### src/rtl/rvrb_pkg.sv
// Shared types, sizes and field layout for the range variable registry binder.
package rvrb_pkg;

   // Storage sizes
   localparam int REGISTRY_DEPTH = 64;
   localparam int BIND_DEPTH     = 8;

   // Derived widths
   localparam int ADDR_W  = $clog2(REGISTRY_DEPTH);
   localparam int NEXT_W  = $clog2(REGISTRY_DEPTH + 1);
   localparam int COUNT_W = $clog2(BIND_DEPTH + 1);
   localparam int SLOT_W  = (BIND_DEPTH > 1) ? $clog2(BIND_DEPTH) : 1;

   // Fixed field widths
   localparam int KIND_W  = 3;
   localparam int DATA_W  = 32;
   localparam int IDENT_W = 31;
   localparam int NID_W   = 6;

   // Request tdata layout, lowest bit first
   localparam int IN_LOWER_LSB = 0;
   localparam int IN_UPPER_LSB = IN_LOWER_LSB + DATA_W;
   localparam int IN_IDENT_LSB = IN_UPPER_LSB + DATA_W;
   localparam int IN_VALUE_LSB = IN_IDENT_LSB + IDENT_W;
   localparam int IN_PEXT_LSB  = IN_VALUE_LSB + DATA_W;
   localparam int IN_USED_W    = IN_PEXT_LSB + DATA_W;
   localparam int IN_DATA_W    = ((IN_USED_W + 7) / 8) * 8;

   // Response tdata layout, lowest bit first
   localparam int OUT_OK_LSB    = 0;
   localparam int OUT_NID_LSB   = OUT_OK_LSB + 1;
   localparam int OUT_LOWER_LSB = OUT_NID_LSB + NID_W;
   localparam int OUT_UPPER_LSB = OUT_LOWER_LSB + DATA_W;
   localparam int OUT_VALUE_LSB = OUT_UPPER_LSB + DATA_W;
   localparam int OUT_COUNT_LSB = OUT_VALUE_LSB + DATA_W;
   localparam int OUT_USED_W    = OUT_COUNT_LSB + NID_W;
   localparam int OUT_DATA_W    = ((OUT_USED_W + 7) / 8) * 8;
   localparam int OUT_PAD_W     = OUT_DATA_W - OUT_USED_W;

   // Request kinds; codes six and seven are unused
   typedef enum logic [KIND_W-1:0] {
      KIND_ALLOC     = 3'd0,
      KIND_BIND      = 3'd1,
      KIND_QUERY     = 3'd2,
      KIND_RESOLVE   = 3'd3,
      KIND_CLR_REG   = 3'd4,
      KIND_CLR_BIND  = 3'd5
   } kind_type;

   // Control sequence
   typedef enum logic [1:0] {
      ST_IDLE = 2'b01,
      ST_EXEC = 2'b10
   } state_type;

   // Registry memory access
   typedef struct packed {
      logic              rd_en;
      logic [ADDR_W-1:0] rd_addr;
      logic              wr_en;
      logic [ADDR_W-1:0] wr_addr;
      logic [DATA_W-1:0] wr_lower;
      logic [DATA_W-1:0] wr_upper;
   } mem_req_type;

   // Binding table command and status
   typedef struct packed {
      logic               bind_en;
      logic               clear_en;
      logic [IDENT_W-1:0] ident;
      logic [DATA_W-1:0]  value;
   } bind_cmd_type;

   typedef struct packed {
      logic              hit;
      logic              full;
      logic [DATA_W-1:0] value;
   } bind_stat_type;

endpackage

### src/rtl/rvrb_reg_mem.sv
// Registry memory holding the lower and upper bound of each variable id.
module rvrb_reg_mem (
   input  logic                          clock,
   input  rvrb_pkg::mem_req_type         mem_req,
   output logic [rvrb_pkg::DATA_W-1:0]   rd_lower,
   output logic [rvrb_pkg::DATA_W-1:0]   rd_upper
);

   logic [2*rvrb_pkg::DATA_W-1:0] mem_ff [rvrb_pkg::REGISTRY_DEPTH];
   logic [2*rvrb_pkg::DATA_W-1:0] rd_data_ff;

   // Write one entry
   always_ff @(posedge clock) begin
      if (mem_req.wr_en) begin
         mem_ff[mem_req.wr_addr] <= {mem_req.wr_upper, mem_req.wr_lower};
      end
   end

   // Read one entry; hold the read data until the next read
   always_ff @(posedge clock) begin
      if (mem_req.rd_en) begin
         rd_data_ff <= mem_ff[mem_req.rd_addr];
      end
   end

   assign rd_lower = rd_data_ff[rvrb_pkg::DATA_W-1:0];
   assign rd_upper = rd_data_ff[2*rvrb_pkg::DATA_W-1:rvrb_pkg::DATA_W];

endmodule

### config.mk
export PLATFORM = sky130hd
export DESIGN_NAME = rvrb_reg_mem
export DESIGN_NICKNAME = d
export VERILOG_FILES = /design/src/rtl/rvrb_pkg.sv /design/src/rtl/rvrb_reg_mem.sv
export SDC_FILE = /design/constraint.sdc
export NUM_CORES = 2
export LEC_CHECK = 0
export ABC_AREA = 1
export BUFFER_PORTS_ARGS = -buffer_cell sky130_fd_sc_hd__buf_4
export CAP_MARGIN = 15
export CORE_MARGIN = 2
export CORE_UTILIZATION = 40
export CTS_BUF_LIST = sky130_fd_sc_hd__clkbuf_8
export CTS_CLUSTER_DIAMETER = 200
export DETAILED_ROUTE_END_ITERATION = 8
export GPL_ROUTABILITY_DRIVEN = 1
export GPL_TIMING_DRIVEN = 0
export PLACE_DENSITY_LB_ADDON = 0.1
export REMOVE_ABC_BUFFERS = 1
export SLEW_MARGIN = 40
export SYNTH_ARGS = -nofsm -noshare
export SYNTH_HDL_FRONTEND = slang
export SYNTH_SLANG_ARGS = --single-unit
### constraint.sdc
create_clock -name clock -period 7 [get_ports clock]
set_input_delay 0.35 -clock clock [delete_from_list [all_inputs] [get_ports clock]]
set_output_delay 0.35 -clock clock [all_outputs]
set_load 0.02 [all_outputs]
== Yosys cells after proc, flatten, opt, wreduce, memory -nomap -nowiden ==
Memories as Yosys holds them, arrays and structs flattened. A register that Yosys moved wholly into a read port is not among the register bits.
Cells that the tools add are included.
Storage, ports and cells
  bits in registers: 0
  memory bits (writable): 4096
  input bits: 79
  output and inout bits: 64
  word-level logic and storage cells: 3
  memories: 1
Cells by class
  mux-type cells: 2
Memories
  mem_ff: words 64, width 64, rd ports 1, clocked after memory_dff 1, wr ports 1, RTL line rvrb_reg_mem.sv:9  | logic [2*rvrb_pkg::DATA_W-1:0] mem_ff [rvrb_pkg::REGISTRY_DEPTH];
Operators with widths (count)
  $mux 1: 2

== Depth between registers and ports, before layout ==
  depth in word-level cells: 2
  mapped depth: 13
  gate-level depth less buffers: 9

== Least setup slack after synthesis ==
No wires, ideal clock.
  path type: input to register
  start point: in mem_req[70] in the netlist's numbering
  end point: mem mem_ff[48][0] in the netlist's numbering, enable pin
  setup time: 0.646 ns
  arrival time: 6.986 ns
  data required time: 6.354 ns
  slack: -0.632 ns
  stages on the path: 3
  buffers on the path: 1
  path through: clkbuf_1 nand4_1 nor4_1
On the way
  longest elaborated chain between the ends: 2
Ends and longest elaborated chain
  start: declaration: RTL line rvrb_reg_mem.sv:4  | input rvrb_pkg::mem_req_type mem_req,
  $mux 1: RTL line rvrb_reg_mem.sv:14  | if (mem_req.wr_en) begin
  $mux 1 (not written as such): RTL line rvrb_reg_mem.sv:15  | mem_ff[mem_req.wr_addr] <= {mem_req.wr_upper, mem_req.wr_lower};
  end: declaration: RTL line rvrb_reg_mem.sv:9
Every way passes these cells.

==> results.toml <==
[yosys]
ys_ff_latch = 4160
syn_inst = 13405
synth.avg_cell_area_um2 = 12.4
yosys.cell_types.count = 15
ys_warn_count = 0
synth.cell_area_mm2 = 0.166
synth_top_area_share = 0.753
synth.area.top_cells = "edfxtp_1 75%, nand3_1 12%, nand2_1 10%"
synth_area_leader_cell = "edfxtp_1"
seq_area_frac_synth = 0.753

[sta]
final-hold-violation-count = 0
slew_violations = 0
timing.final.crit_share = 0.732
fin_worst_skew_ps = 47.0
period_minus_slack_ps = 5120
rsz0062_at_grt = "false"
slew_headroom = 0.376
tightest_slew_ps = 928
setup_viol = 0
hold_slack_ps = 168
fmax_mhz = 195

[drt]
drt_first_pass_iters = 6
ant_nets = 0
drc_errors = 0
detail_route.vias_per_cell = 5.54
num_vias = 112229
wl_per_cell_um = 27.0
drt_wl_total_mm = 546
drt_iter0_markers = 11433

[placed_design]
gp_congestion = 0.686
dpl-instance-area_mm2 = 0.184
dp_hpwl_mm = 343
place.port_buffers = 142

[critical_path]
cp_max_fo = 142
critPathBufInv = 10
cp.required_ps = 8010
worst_path_most_repeated_cell = "buf_16"
worstSetupPathType = "in2reg"
crit_family = "buffers and inverters"
cp_slowest_cell = "dlygate4sd3_1"
reg2reg_from = "mem_ff[56][34]$_DFFE_PP_"
cp-end-kind = "flip-flop"
reg2reg_depth = 10
crit_path_cell_trace = "dlygate4sd3_1 -> buf_16 -> buf_16 -> buf_16 -> buf_16 -> inv_16 -> buf_16 -> buf_16 -> buf_16 -> buf_16 -> nand2_1 -> nand3_1 -> nand3_1 -> nand3_1 -> nand3_1 -> nand2_1 -> nand2_1 -> nand2_1"
timing.rr.end = "rd_data_ff[34]$_DFFE_PP_"
reg2reg_slack_ps = 4640
slowest_delay_ps = 600
cp.arrival_ps = 6130
start_kind = "input port"

[floorplanning]
start_util = 0.402
num_io_pins = 143
die_y_um = 648
die_w_um = 648
die-area_mm2 = 0.420
core_area_mm2 = 0.413
std_cell_rows = 236

[power_and_ir_drop]
p_leak_uw = 0.0708
power_density_mw_per_mm2 = 256
ir_worst_vdd_mv = 0.197
p_total_uw = 50500

[global_routing]
overflow = 0
grt_usage = 0.255
grt_max_degree = 143
grt_pass1_wl_mm = 770
antenna_found_initial = 16
grt_pass1_vias = 107675

[worst_hold_path]
worst_hold_path.endpoint = "mem_ff[50][43]$_DFFE_PP_"
min_path_cells = 2
hold_class = "in2reg"
min_from = "mem_req[11]"

[cells_and_area]
syn_to_final_growth_pct = 18.7
nets = 14320
drive_above_1_share = 0.124
fin_area_mm2 = 0.197

[clock_tree]
post_cts_buffers = 0
cts_buffers = 697
tritoncts = "yes"
max-clock-path-buffers = 4
cts.sinks = 4160
clk_transition_reported_paths_ps = 60
worstSkewPairLatency_ps = 1260
cts-root-buf = "clkbuf_8"
htreeDepth = 6

[run]
cap_violations = 0

[run_status]
outcome = "complete, no violations"
==> flip-flops by register name, summed over array words and instances (netlist names) <==
| signal | cells |
|---|---|
| mem_ff | 4096 |
| rd_data_ff | 64 |
==> what timing repair did <==
| item | 4_1_cts | 5_1_grt |
|---|---|---|
| hold buffers | 86 | 2 |
| gates resized for setup | 0 | 0 |
| hold endpoints to repair | 4340 | 57 |
==> per-layer routing <==
layer	wire length [um]	up-vias	GRT usage
li1	-	49758	-
met1	223000	56739	0.338
met2	264000	4573	0.425
met3	36300	1149	0.0361
met4	21900	10	0.0944
met5	60	-	0
==> Yosys cell counts <==
master,n
nand2_1,4416
edfxtp_1,4160
nand3_1,3847
buf_2,501
clkbuf_1,147
buf_4,134
buf_1,72
nor2_1,56
buf_6,40
nand4_1,9
inv_1,8
nor4_1,8
buf_8,3
inv_2,2
inv_4,2
==> power by group <==
part / internal (uW) / switching (uW) / total (uW)
clock: 9790 / 9790 / 19600
sequential: 27600 / 63.5 / 27700
combinational: 896 / 2280 / 3170
==> cells in the final DEF, fill, tap and decap left out, types with 2 or more instances in the layout <==
master         netlist  routed
buf_16               0     354
buf_2              501     227
buf_4              134     150
buf_8                3     214
bufinv_16            0      11
clkbuf_8             0     709
clkinv_1             0     181
clkinv_2             0      42
clkinv_8             0       7
clkinvlp_4           0      18
diode_2              0      10
dlygate4sd3_1        0      88
edfxtp_1          4160    4160
inv_1                8     246
inv_16               0       2
inv_6                0      11
inv_8                0      13
nand2_1           4416    4416
nand3_1           3847    3841
nand3_2              0       6
nand4_1              9       9
nor2_4               0      56
nor4_2               0       8
==> worst max path at each step <==
stage | cells past startpoint | slack, ps | from | to
final | 18 | 1880 | mem_req[71] | rd_data_ff[48]$_DFFE_PP_
after floorplan | 9 | -3590 | mem_req[71] | rd_data_ff[14]$_DFFE_PP_
after detailed placement | 17 | 1480 | mem_req[71] | rd_data_ff[48]$_DFFE_PP_
after global placement | 10 | -108420 | mem_req[71] | rd_data_ff[49]$_DFFE_PP_
after global routing | 18 | 1770 | mem_req[71] | rd_data_ff[48]$_DFFE_PP_
after CTS | 18 | 2170 | mem_req[71] | rd_data_ff[48]$_DFFE_PP_
==> area by class of cell <==
type                            count  area [um^2]
Clock inverter                    520         2580
Multi-Input combinational cell   8336        36600
Antenna cell                       10         25.0
Fill cell                       35880       216000
Sequential cell                  4160       125000
Inverter                           12          108
Timing Repair Buffer             1034        16100
Clock buffer                      709         9760
Tap cell                         5474         6850
==> logic make-up after synthesis <==
group / after synthesis / synth area share
buf+inv: 909 / 0.0294
simple gates: 8336 / 0.218
flops: 4160 / 0.753
==> through the flow <==
| stage | std cells | utilization | setup WS [ps] | setup TNS (ps) |
|---|---|---|---|---|
| floorplan | 12508 | - | -3590 | -451330 |
| global route | 20254 | 0.477 | 1770 | 0 |
| finish | 20255 | 0.477 | 1880 | 0 |
| detailed placement | 18924 | 0.445 | 1480 | 0 |
| CTS | 20239 | 0.477 | 2170 | 0 |
| global placement | 18124 | 0.409 | -108420 | - |
Power figures use the tool's default switching activity.
