File: src/rtl/rvrb_pkg.sv
// Shared types, sizes and field layout for the range variable registry binder.
package rvrb_pkg;

   // Storage sizes
   localparam int REGISTRY_DEPTH = 64;
   localparam int BIND_DEPTH     = 8;

   // Derived widths
   localparam int ADDR_W  = $clog2(REGISTRY_DEPTH);
   localparam int NEXT_W  = $clog2(REGISTRY_DEPTH + 1);
   localparam int COUNT_W = $clog2(BIND_DEPTH + 1);
   localparam int SLOT_W  = (BIND_DEPTH > 1) ? $clog2(BIND_DEPTH) : 1;

   // Fixed field widths
   localparam int KIND_W  = 3;
   localparam int DATA_W  = 32;
   localparam int IDENT_W = 31;
   localparam int NID_W   = 6;

   // Request tdata layout, lowest bit first
   localparam int IN_LOWER_LSB = 0;
   localparam int IN_UPPER_LSB = IN_LOWER_LSB + DATA_W;
   localparam int IN_IDENT_LSB = IN_UPPER_LSB + DATA_W;
   localparam int IN_VALUE_LSB = IN_IDENT_LSB + IDENT_W;
   localparam int IN_PEXT_LSB  = IN_VALUE_LSB + DATA_W;
   localparam int IN_USED_W    = IN_PEXT_LSB + DATA_W;
   localparam int IN_DATA_W    = ((IN_USED_W + 7) / 8) * 8;

   // Response tdata layout, lowest bit first
   localparam int OUT_OK_LSB    = 0;
   localparam int OUT_NID_LSB   = OUT_OK_LSB + 1;
   localparam int OUT_LOWER_LSB = OUT_NID_LSB + NID_W;
   localparam int OUT_UPPER_LSB = OUT_LOWER_LSB + DATA_W;
   localparam int OUT_VALUE_LSB = OUT_UPPER_LSB + DATA_W;
   localparam int OUT_COUNT_LSB = OUT_VALUE_LSB + DATA_W;
   localparam int OUT_USED_W    = OUT_COUNT_LSB + NID_W;
   localparam int OUT_DATA_W    = ((OUT_USED_W + 7) / 8) * 8;
   localparam int OUT_PAD_W     = OUT_DATA_W - OUT_USED_W;

   // Request kinds; codes six and seven are unused
   typedef enum logic [KIND_W-1:0] {
      KIND_ALLOC     = 3'd0,
      KIND_BIND      = 3'd1,
      KIND_QUERY     = 3'd2,
      KIND_RESOLVE   = 3'd3,
      KIND_CLR_REG   = 3'd4,
      KIND_CLR_BIND  = 3'd5
   } kind_type;

   // Control sequence
   typedef enum logic [1:0] {
      ST_IDLE = 2'b01,
      ST_EXEC = 2'b10
   } state_type;

   // Registry memory access
   typedef struct packed {
      logic              rd_en;
      logic [ADDR_W-1:0] rd_addr;
      logic              wr_en;
      logic [ADDR_W-1:0] wr_addr;
      logic [DATA_W-1:0] wr_lower;
      logic [DATA_W-1:0] wr_upper;
   } mem_req_type;

   // Binding table command and status
   typedef struct packed {
      logic               bind_en;
      logic               clear_en;
      logic [IDENT_W-1:0] ident;
      logic [DATA_W-1:0]  value;
   } bind_cmd_type;

   typedef struct packed {
      logic              hit;
      logic              full;
      logic [DATA_W-1:0] value;
   } bind_stat_type;

endpackage

File: src/rtl/rvrb_bind_table.sv
// Binding table: id/value pairs with a parallel lookup and append or overwrite.
module rvrb_bind_table (
   input  logic                     clock,
   input  logic                     reset,
   input  rvrb_pkg::bind_cmd_type   bind_cmd,
   output rvrb_pkg::bind_stat_type  bind_stat
);

   logic [rvrb_pkg::IDENT_W-1:0] ident_ff [rvrb_pkg::BIND_DEPTH];
   logic [rvrb_pkg::DATA_W-1:0]  value_ff [rvrb_pkg::BIND_DEPTH];
   logic [rvrb_pkg::COUNT_W-1:0] count_ff;
   logic [rvrb_pkg::COUNT_W-1:0] count_in;
   logic                         hit;
   logic [rvrb_pkg::SLOT_W-1:0]  hit_slot;
   logic [rvrb_pkg::SLOT_W-1:0]  wr_slot;
   logic                         full;
   logic                         wr_en;

   // Compare every live entry against the lookup id, take the first match
   always_comb begin
      hit      = 1'b0;
      hit_slot = '0;
      for (int i = 0; i < rvrb_pkg::BIND_DEPTH; i++) begin
         if (!hit && (rvrb_pkg::COUNT_W'(i) < count_ff) &&
             (ident_ff[i] == bind_cmd.ident)) begin
            hit      = 1'b1;
            hit_slot = rvrb_pkg::SLOT_W'(i);
         end
      end
   end

   assign full = (count_ff == rvrb_pkg::COUNT_W'(rvrb_pkg::BIND_DEPTH));

   assign bind_stat.hit   = hit;
   assign bind_stat.full  = full;
   assign bind_stat.value = value_ff[hit_slot];

   // Overwrite on a match, otherwise append while there is room
   assign wr_en   = bind_cmd.bind_en && (bind_cmd.ident != '0) && (hit || !full);
   assign wr_slot = hit ? hit_slot : count_ff[rvrb_pkg::SLOT_W-1:0];

   always_comb begin
      count_in = count_ff;
      if (bind_cmd.clear_en) begin
         count_in = '0;
      end else if (wr_en && !hit) begin
         count_in = count_ff + 1'b1;
      end
   end

   always_ff @(posedge clock) begin
      if (reset) begin
         count_ff <= '0;
      end else begin
         count_ff <= count_in;
      end
   end

   // Store the pair
   always_ff @(posedge clock) begin
      if (wr_en) begin
         ident_ff[wr_slot] <= bind_cmd.ident;
         value_ff[wr_slot] <= bind_cmd.value;
      end
   end

endmodule

File: config.mk
export PLATFORM = sky130hd
export DESIGN_NAME = rvrb_bind_table
export DESIGN_NICKNAME = d
export VERILOG_FILES = /design/src/rtl/rvrb_pkg.sv /design/src/rtl/rvrb_bind_table.sv
export SDC_FILE = /design/constraint.sdc
export NUM_CORES = 1
export LEC_CHECK = 0
export BUFFER_PORTS_ARGS = -buffer_cell sky130_fd_sc_hd__buf_2
export CORE_ASPECT_RATIO = 0.75
export CORE_MARGIN = 2
export CORE_UTILIZATION = 55
export DETAILED_ROUTE_END_ITERATION = 8
export PLACE_DENSITY = 0.79
export SETUP_SLACK_MARGIN = 0.4
export SYNTH_ARGS = -nofsm -noshare
export SYNTH_HDL_FRONTEND = slang
export SYNTH_SLANG_ARGS = --single-unit
export TNS_END_PERCENT = 5
File: constraint.sdc
create_clock -name clock -period 7.9 [get_ports clock]
set_clock_uncertainty 0.1 [all_clocks]
set_input_delay 0.395 -clock clock [delete_from_list [all_inputs] [get_ports clock]]
set_output_delay 0.395 -clock clock [all_outputs]
set_load 0.1 [all_outputs]
== Word-level counts from Yosys, hierarchy flattened ==
Memories as Yosys holds them, arrays and structs flattened.
Cells that the tools add are included.
Storage, ports and cells
  register bits: 4
  bits of input ports: 67
  output and inout port bits: 34
  RAM bits: 504
  memories: 2
Operators by class
  equal/unequal tests: 9
  reduce and logical (&&, ||, !) cells: 30
  mux-type cells: 18
  add/sub/neg operators: 1
  magnitude comparators: 8
Memories
  value_ff: words 8, bits a word 32, rd ports 1, clocked after Yosys merged registers in 0, write ports 1, line rvrb_bind_table.sv:10  | logic [rvrb_pkg::DATA_W-1:0] value_ff [rvrb_pkg::BIND_DEPTH];
  ident_ff: words 8, bits a word 31, rd ports 8, clocked after Yosys merged registers in 0, write ports 1, line rvrb_bind_table.sv:9  | logic [rvrb_pkg::IDENT_W-1:0] ident_ff [rvrb_pkg::BIND_DEPTH];
Operator list (number)
  $eq 31x31->1: 8
  $reduce_bool 31->1: 1
  $mux 3: 7
  $logic_and 1x1->1: 18
  $lt 3x4->1 const A: 4
  $mux 1: 11
  $logic_not 1->1: 9
  $lt 1x4->1 const A: 2
  $lt 2x4->1 const A: 2
  $add 4x1->4 const B: 1
  $eq 4x4->1 const B: 1
  $reduce_or 2->1: 1
  $logic_or 1x1->1: 1

== Logic depth before layout (Yosys ltp) ==
Gate-level depths: netlist of the first run.
An unclocked memory read counts as a cell.
  depth in word-level cells: 36
  gate-level depth with buffers: 12

== Worst setup path before layout of the first run ==
No wires, ideal clock.
  path type: input to register
  from: input bind_cmd[41] (netlist bit)
  to: memory ident_ff[0][0] (netlist bit) (enable)
  buffers on the path: 3
  stages on the path: 11
  data arrival time: 6.551 ns
  required time: 7.238 ns
  setup slack: 0.687 ns
  cell sequence: buf_4 -> xor2_1 -> or4_1 -> nor4_2 -> and3_1 -> nor2b_1 -> buf_2 -> clkbuf_1 -> o2111ai_1 -> nand3b_1 -> nor3_1
On the way
  word-level cells in the longest chain between the ends: 35
RTL lines
  from (decl): line rvrb_bind_table.sv:5  | input rvrb_pkg::bind_cmd_type bind_cmd,
  $eq 31x31->1: line rvrb_bind_table.sv:25  | (ident_ff[i] == bind_cmd.ident)) begin
  $logic_and 1x1->1: line rvrb_bind_table.sv:24  | if (!hit && (rvrb_pkg::COUNT_W'(i) < count_ff) &&
  $mux 1: line rvrb_bind_table.sv:24
  $logic_not 1->1: line rvrb_bind_table.sv:24
  $logic_and 1x1->1 (2 in a row): line rvrb_bind_table.sv:24
  $mux 1: line rvrb_bind_table.sv:24
  $logic_not 1->1: line rvrb_bind_table.sv:24
  $logic_and 1x1->1 (2 in a row): line rvrb_bind_table.sv:24
  (+16 left out)
  $mux 1: line rvrb_bind_table.sv:24
  $logic_not 1->1: line rvrb_bind_table.sv:24
  $logic_and 1x1->1 (2 in a row): line rvrb_bind_table.sv:24
  $mux 1: line rvrb_bind_table.sv:24
  $logic_or 1x1->1: line rvrb_bind_table.sv:39  | assign wr_en = bind_cmd.bind_en && (bind_cmd.ident != '0) && (hit || !full);
  $logic_and 1x1->1: line rvrb_bind_table.sv:39
  $mux 1: line rvrb_bind_table.sv:61  | if (wr_en) begin
  $mux 1 (not written as such): line rvrb_bind_table.sv:62  | ident_ff[wr_slot] <= bind_cmd.ident;
  to (decl): line rvrb_bind_table.sv:9
Parallel ways exist; a longest one is shown, timed or not.

==> impl_metrics.ini, run 1 <==
[status]
run_status = completed

[floorplan]
die-height_um = 172
floorplan.rows = 61
io-pin-count = 101
starting_density_pct = 56.0
core-area_sq_mm = 0.0372
die_area_sq_mm = 0.0394
fp.dieW_um = 229

[synthesis]
post-synth-top-area-cell = edfxtp_1
yosysMostFrequentCell = edfxtp_1
synth.top_cells.by_area = edfxtp_1 73%, xor2_1 6.1%, xnor2_1 4.4%
synth_ff_type = edfxtp_1
synth_commonest_cells = 504 x edfxtp_1, 146 x xor2_1, 104 x xnor2_1
mapped_cells = 1233
synth-seq-cells = 508
ys_seq_area_share_pct = 73.1
syn-mean-instance-area_sq_um = 16.9
async_reset_ff_share_pct = 0
ys_types = 42
synth_enable_flop_cells = 504
synth.yosys.warnings = 0
synth_largest_type_area_fraction_pct = 72.7
syn_nets = 1302
syn-cell-area_sq_mm = 0.0208

[detailed_routing]
detail_route.first_pass.iterations = 7
wl_met2_um = 20900
drc = 0
post_drt_via_cell_ratio = 6.16
met3_wirelength_um = 3980
drt-wirelength-per-cell_um = 24.7
first_iter_violations = 1274
routed_wl_um = 46600
topmost_layer_with_routed_signal_wires = met5
wl_met1_um = 20600
drt.antenna.violating_nets = 0
vias = 11600

[sta]
layout_min_cycle_time_ps = 5180
slew_limit_fails = 0
setup_slack_ps = 2720
achievable-frequency_mhz = 193
report.final.hold_viol_count = 0
timing_worst_slew_pin_value_ps = 1050
timing.final.setup_violations = 0
tns_ps = 0
slew_headroom_pct = 29.6
min_period_over_period_pct = 65.6
rsz0062_at_grt = false

[worst_setup_path]
critPathMaxFanout = 70
endpoint_kind = output port
timing.critical_path.cells = nor2_1 -> or4_1 -> nor4_2 -> and3_1 -> nor2b_4 -> buf_4 -> nand3b_1 -> buf_4 -> o211ai_1 -> mux2i_1 -> buf_2
cp_data_required_time_ps = 7400
timing.critical_path.from_type = register
worstReg2RegStart = ident_ff[0][16]$_DFFE_PP_
regToRegEndpoint = value_ff[0][4]$_DFFE_PP_
worst_path_largest_cell_delay_ps = 610
rrSetupSlack_ps = 3640
cp_top_family = simple AND/OR/NAND/NOR gates
worst-path-buf-inv = 3
worstPathArrival_ps = 4690
worstSetupPathType = register to output port
critPathSlowestCell = buf_4
timing.reg2reg.worst_path_depth = 9
timing.critical_path.mode_cell = buf_4

[global_routing]
grt_start_max_net_pins = 71
grt_pass1_vias = 11400
globalRouteTotalUtil_pct = 23.6
grt.overflow.total = 0
grt_pass1_wl_um = 70200
grt_antenna_before_repair = 3

[clocking]
clk_path_buf_depth = 3
post-cts-setup-buffers = 0
htree_levels = 2
numCtsBuffers = 47
cts_num_sinks = 508
postCtsHoldBufs = 19
post_cts_resize_count = 0
tritoncts = built
insertion_delay_ps = 570
cts.clk_slew.worst_paths_ps = 60
cts.root.buffer_cell = clkbuf_16

[min_path]
worstHoldStart = bind_cmd[19]
whs_path_depth = 1
worst_hold_path_type = input port to register
worst_hold_path.endpoint = value_ff[3][19]$_DFFE_PP_

[placed_design]
detailedPlacementHpwl_um = 26300
port-buffer-count = 100
place_ws_ps = 3050
globalplace.congestion = 0.875

[pwr]
total_leakage_power_nw = 7.33
vdd_ir_drop_max_mv = 0.180
power_per_cell_area_mw_per_mm2 = 232

[cells_and_area]
finalNetCount = 1414
flow.area_growth_from_synthesis_pct = 12.2
final_layout_size_suffix_gt1_share_pct = 14.6

[run]
maxCapViolations = 0
## layout make-up
class | instances | area [sq um]
Inverter | 5 | 18.8
Tap cell | 504 | 631
Multi-Input combinational cell | 639 | 5210
Sequential cell | 508 | 15200
Clock inverter | 19 | 124
Timing Repair Buffer | 144 | 878
Clock buffer | 64 | 1280
Fill cell | 2621 | 13800
Antenna cell | 1 | 2.50
## metal layers
layer / track usage (%) / up-vias
li1: - / 5091
met1: 35.2 / 5862
met2: 36.0 / 562
met3: 4.44 / 86
met4: 6.62 / 4
met5: 0 / -
## cells by family (layout without fill, tap and decap cells)
| kind of cell | count (synthesis) | after routing | synth area share [%] |
|---|---|---|---|
| AO/OA/AOI/OAI | 216 | 216 | 8.55 |
| XOR/XNOR | 250 | 250 | 10.5 |
| adder cells (fa/ha/maj) | 2 | 2 | 0.120 |
| AND/OR/NAND/NOR | 138 | 138 | 3.96 |
| flip-flops | 508 | 508 | 73.1 |
| multiplexers | 33 | 33 | 1.59 |
| other | 0 | 1 | 0 |
| buffers and inverters | 86 | 232 | 2.19 |
## sequential cells by signal, summed over array words and instances (netlist names)
signal / count
value_ff: 256
ident_ff: 248
count_ff: 4
## worst reg2reg max path: cells and delay by family, from the launching register on
family / cells / cell delay, ps
flops: 1 / 390
buf+inv: 2 / 1180
compound gates: 1 / 300
simple gates: 5 / 1530
xor+xnor: 1 / 360
## power by group
| group | internal (mW) | switching, mW | leakage (nW) |
|---|---|---|---|
| sequential | 3.00 | 0.00990 | 4.61 |
| combinational | 0.0873 | 0.232 | 2.02 |
| clock | 1.17 | 0.934 | 0.689 |
## how the worst max path moves through the flow
stage / from / to / slack, ps / cells past startpoint
6_report: count_ff[2]$_SDFFE_PP0P_ / bind_stat[14] / 2720 / 11
5_1_grt: count_ff[2]$_SDFFE_PP0P_ / bind_stat[14] / 2450 / 11
4_1_cts: count_ff[2]$_SDFFE_PP0P_ / bind_stat[14] / 2760 / 11
2_1_floorplan: bind_cmd[41] / ident_ff[0][0]$_DFFE_PP_ / 690 / 11
3_5_place_dp: bind_cmd[59] / bind_stat[14] / 3050 / 12
3_3_place_gp: bind_cmd[59] / bind_stat[24] / 3120 / 12
## per-stage QoR
stage          instances  hold WS, ps  cell area, sq um  utilization, %  power [mW]
2_1_floorplan       1233          368             20800               -        3.27
3_3_place_gp        1781          479             21800            58.6        3.37
3_5_place_dp        1781          478             21800            58.6        3.38
4_1_cts             1883        0.112             23400            62.8        5.45
5_1_grt             1884         2.80             23400            62.9        5.58
6_report            1884         21.2             23400            62.9        5.43
## placed cells by master, fill, tap and decap left out, types with 33 or more instances in the layout
cell type,count
xnor2_1,104
o32a_1,65
clkbuf_16,48
nor4_1,48
o211ai_1,66
o21bai_1,64
edfxtp_1,504
nand4_1,39
buf_2,100
xor2_1,146
mux2i_1,33
Note: power is estimated with default switching activity, not from simulation.
==> run 2: changes to the inputs <==
--- a/config.mk
+++ b/config.mk
@@ -10,7 +10,7 @@
 export CORE_MARGIN = 2
 export CORE_UTILIZATION = 55
 export DETAILED_ROUTE_END_ITERATION = 8
-export PLACE_DENSITY = 0.79
+export PLACE_DENSITY = 0.81
 export SETUP_SLACK_MARGIN = 0.4
 export SYNTH_ARGS = -nofsm -noshare
 export SYNTH_HDL_FRONTEND = slang
==> constraint.sdc (replaced) <==
create_clock -name clock -period 4.45 [get_ports clock]
set_clock_uncertainty 0.1 [all_clocks]
set_input_delay 0.2225 -clock clock [delete_from_list [all_inputs] [get_ports clock]]
set_output_delay 0.2225 -clock clock [all_outputs]
set_load 0.1 [all_outputs]
==> run 2 against run 1 <==
Compared with the run above: sequential power increased by 77%; power rose by 79%; setup slack worse by 2300 ps; combinational power increased by 110%; clock power is 77% higher; register-to-register slack lost 3100 ps; sequential share of layout area decreased by 3.7 points; clock-buffer cell count is 3 lower; non-clock buffer count grew 96; critical path type unchanged; critical endpoint is now bind_stat[1]; largest cell class unchanged.
==> impl_metrics.ini, run 2 (synthesis gave the netlist of run 1 again) <==
[pwr]
switching_power_mw = 2.18
fin_total_pwr_mw = 9.74
vdd_ir_drop_max_mv = 0.291
power_report.internal_total_mw = 7.56
total_leakage_power_nw = 7.94
power_per_cell_area_mw_per_mm2 = 393
swShare_pct = 22.4
power.clock.fraction_pct = 38.2
power_frac_comb_pct = 7.0
seq_power_share_pct = 54.9

[global_routing]
grt_pass1_vias = 12100
grt_pass1_wl_um = 75900
grt_start_max_net_pins = 67
grt.overflow.total = 0
globalRouteTotalUtil_pct = 26.0
grt_antenna_before_repair = 2

[cells_and_area]
num_antenna_cells = 0
layout_common_cells = 504 x edfxtp_1, 146 x xor2_1, 104 x xnor2_1, 70 x buf_4, 68 x buf_2
layout.cells.most_common = edfxtp_1
number_of_flip_flops_in_the_largest_register = 256
max_flop_register = value_ff
post-route-util_pct = 66.6
final_cell_area_sq_mm = 0.0248
finalNetCount = 1512
flow.area_growth_from_synthesis_pct = 19.0
layout_top_registers = value_ff x256, ident_ff x248, count_ff x4
instances_no_fill = 1983
final_layout_size_suffix_gt1_share_pct = 18.9

[sta]
slew_limit_fails = 0
timing_worst_slew_pin_value_ps = 1290
layout_min_cycle_time_ps = 4050
slew_headroom_pct = 13.0
achievable-frequency_mhz = 247
tns_ps = 0
timing.final.setup_violations = 0
min_period_over_period_pct = 91.0
rsz0062_at_grt = false
report.final.hold_viol_count = 0

[clocking]
cts.root.buffer_cell = clkbuf_16
cts.clk_slew.worst_paths_ps = 60
clk_path_buf_depth = 3
cts_num_sinks = 508
numCtsBuffers = 48
tritoncts = built
htree_levels = 2
insertion_delay_ps = 570

[worst_setup_path]
cp_top_family = simple AND/OR/NAND/NOR gates
rrSetupSlack_ps = 590
cp_data_required_time_ps = 4130
timing.critical_path.from_type = register
critPathSlowestCell = nor4_1
timing.critical_path.cells = xor2_1 -> nor4_1 -> nand2_1 -> o32a_1 -> nand3b_1 -> buf_4 -> clkbuf_16 -> o211ai_1 -> mux2i_1 -> buf_6
worst-path-buf-inv = 3
endpoint_kind = output port
worstPathArrival_ps = 3730
worstSetupPathType = register to output port
critPathMaxFanout = 16
worst_path_largest_cell_delay_ps = 790

[status]
run_status = completed

[detailed_routing]
drc = 0
routed_wl_um = 52900
drt-wirelength-per-cell_um = 26.7
detail_route.first_pass.iterations = 7
drt.antenna.violating_nets = 0
post_drt_via_cell_ratio = 6.28
vias = 12500
first_iter_violations = 1819

[run]
maxCapViolations = 0

[floorplan]
io-pin-count = 101
fp.dieW_um = 229
die_area_sq_mm = 0.0394
floorplan.rows = 61
core-area_sq_mm = 0.0372
die-height_um = 172
starting_density_pct = 56.0

[placed_design]
detailedPlacementHpwl_um = 28800
globalplace.congestion = 0.902
port-buffer-count = 100
placedInstanceArea_sq_mm = 0.0223
post-place-cells = 1820

[min_path]
worst_hold_path_type = input port to register
[run 2: final cells by class]
class	count	area, sq um
Clock buffer	61	1270
Clock inverter	25	123
Fill cell	2402	12400
Inverter	5	18.8
Multi-Input combinational cell	640	5440
Sequential cell	508	15200
Tap cell	504	631
Timing Repair Buffer	240	2070
[run 2: routing by layer]
| metal | up-vias | share of wire, % | track usage [%] |
|---|---|---|---|
| met3 | 106 | 12 | 6.65 |
| met4 | 2 | 2.3 | 7.87 |
| met2 | 836 | 46 | 39.6 |
| met5 | - | 0.034 | 0 |
| li1 | 5298 | - | - |
| met1 | 6210 | 40 | 37.2 |
[run 2: power groups by stage]
stage / clock (mW) / sequential (mW) / combinational (mW)
after floorplan: 0 / 5.44 / 0.366
after global placement: 0 / 5.44 / 0.572
after detailed placement: 0 / 5.44 / 0.586
after CTS: 3.74 / 5.34 / 0.657
after global routing: 3.93 / 5.34 / 0.710
final: 3.72 / 5.34 / 0.679
[run 2: path summary, 6_finish.rpt]
kind / cells past startpoint / end / from
hold reg to reg: 2 / count_ff[0]$_SDFFE_PP0P_ / count_ff[0]$_SDFFE_PP0P_
hold / removal: 2 / ident_ff[5][5]$_DFFE_PP_ / bind_cmd[37]
setup reg to reg: 10 / ident_ff[5][20]$_DFFE_PP_ / count_ff[3]$_SDFFE_PP0P_
setup / recovery: 10 / bind_stat[1] / ident_ff[6][25]$_DFFE_PP_
[run 2: timing repair]
item / 4_1_cts / 5_1_grt
hold buffers: 62 / 0
pin swaps: 1 / 5
gates cloned: 2 / 5
endpoints found under the hold margin: 345 / 0
gates resized for setup: 37 / 46
buffers inserted: 0 / 8
setup endpoints to repair: 32 / 316
[run 2: through the flow]
step	hold slack (ps)	setup WS (ps)
6_report	35.4	401
5_1_grt	10.7	380
3_5_place_dp	339	268
4_1_cts	5.00	280
2_1_floorplan	195	102
3_3_place_gp	335	410
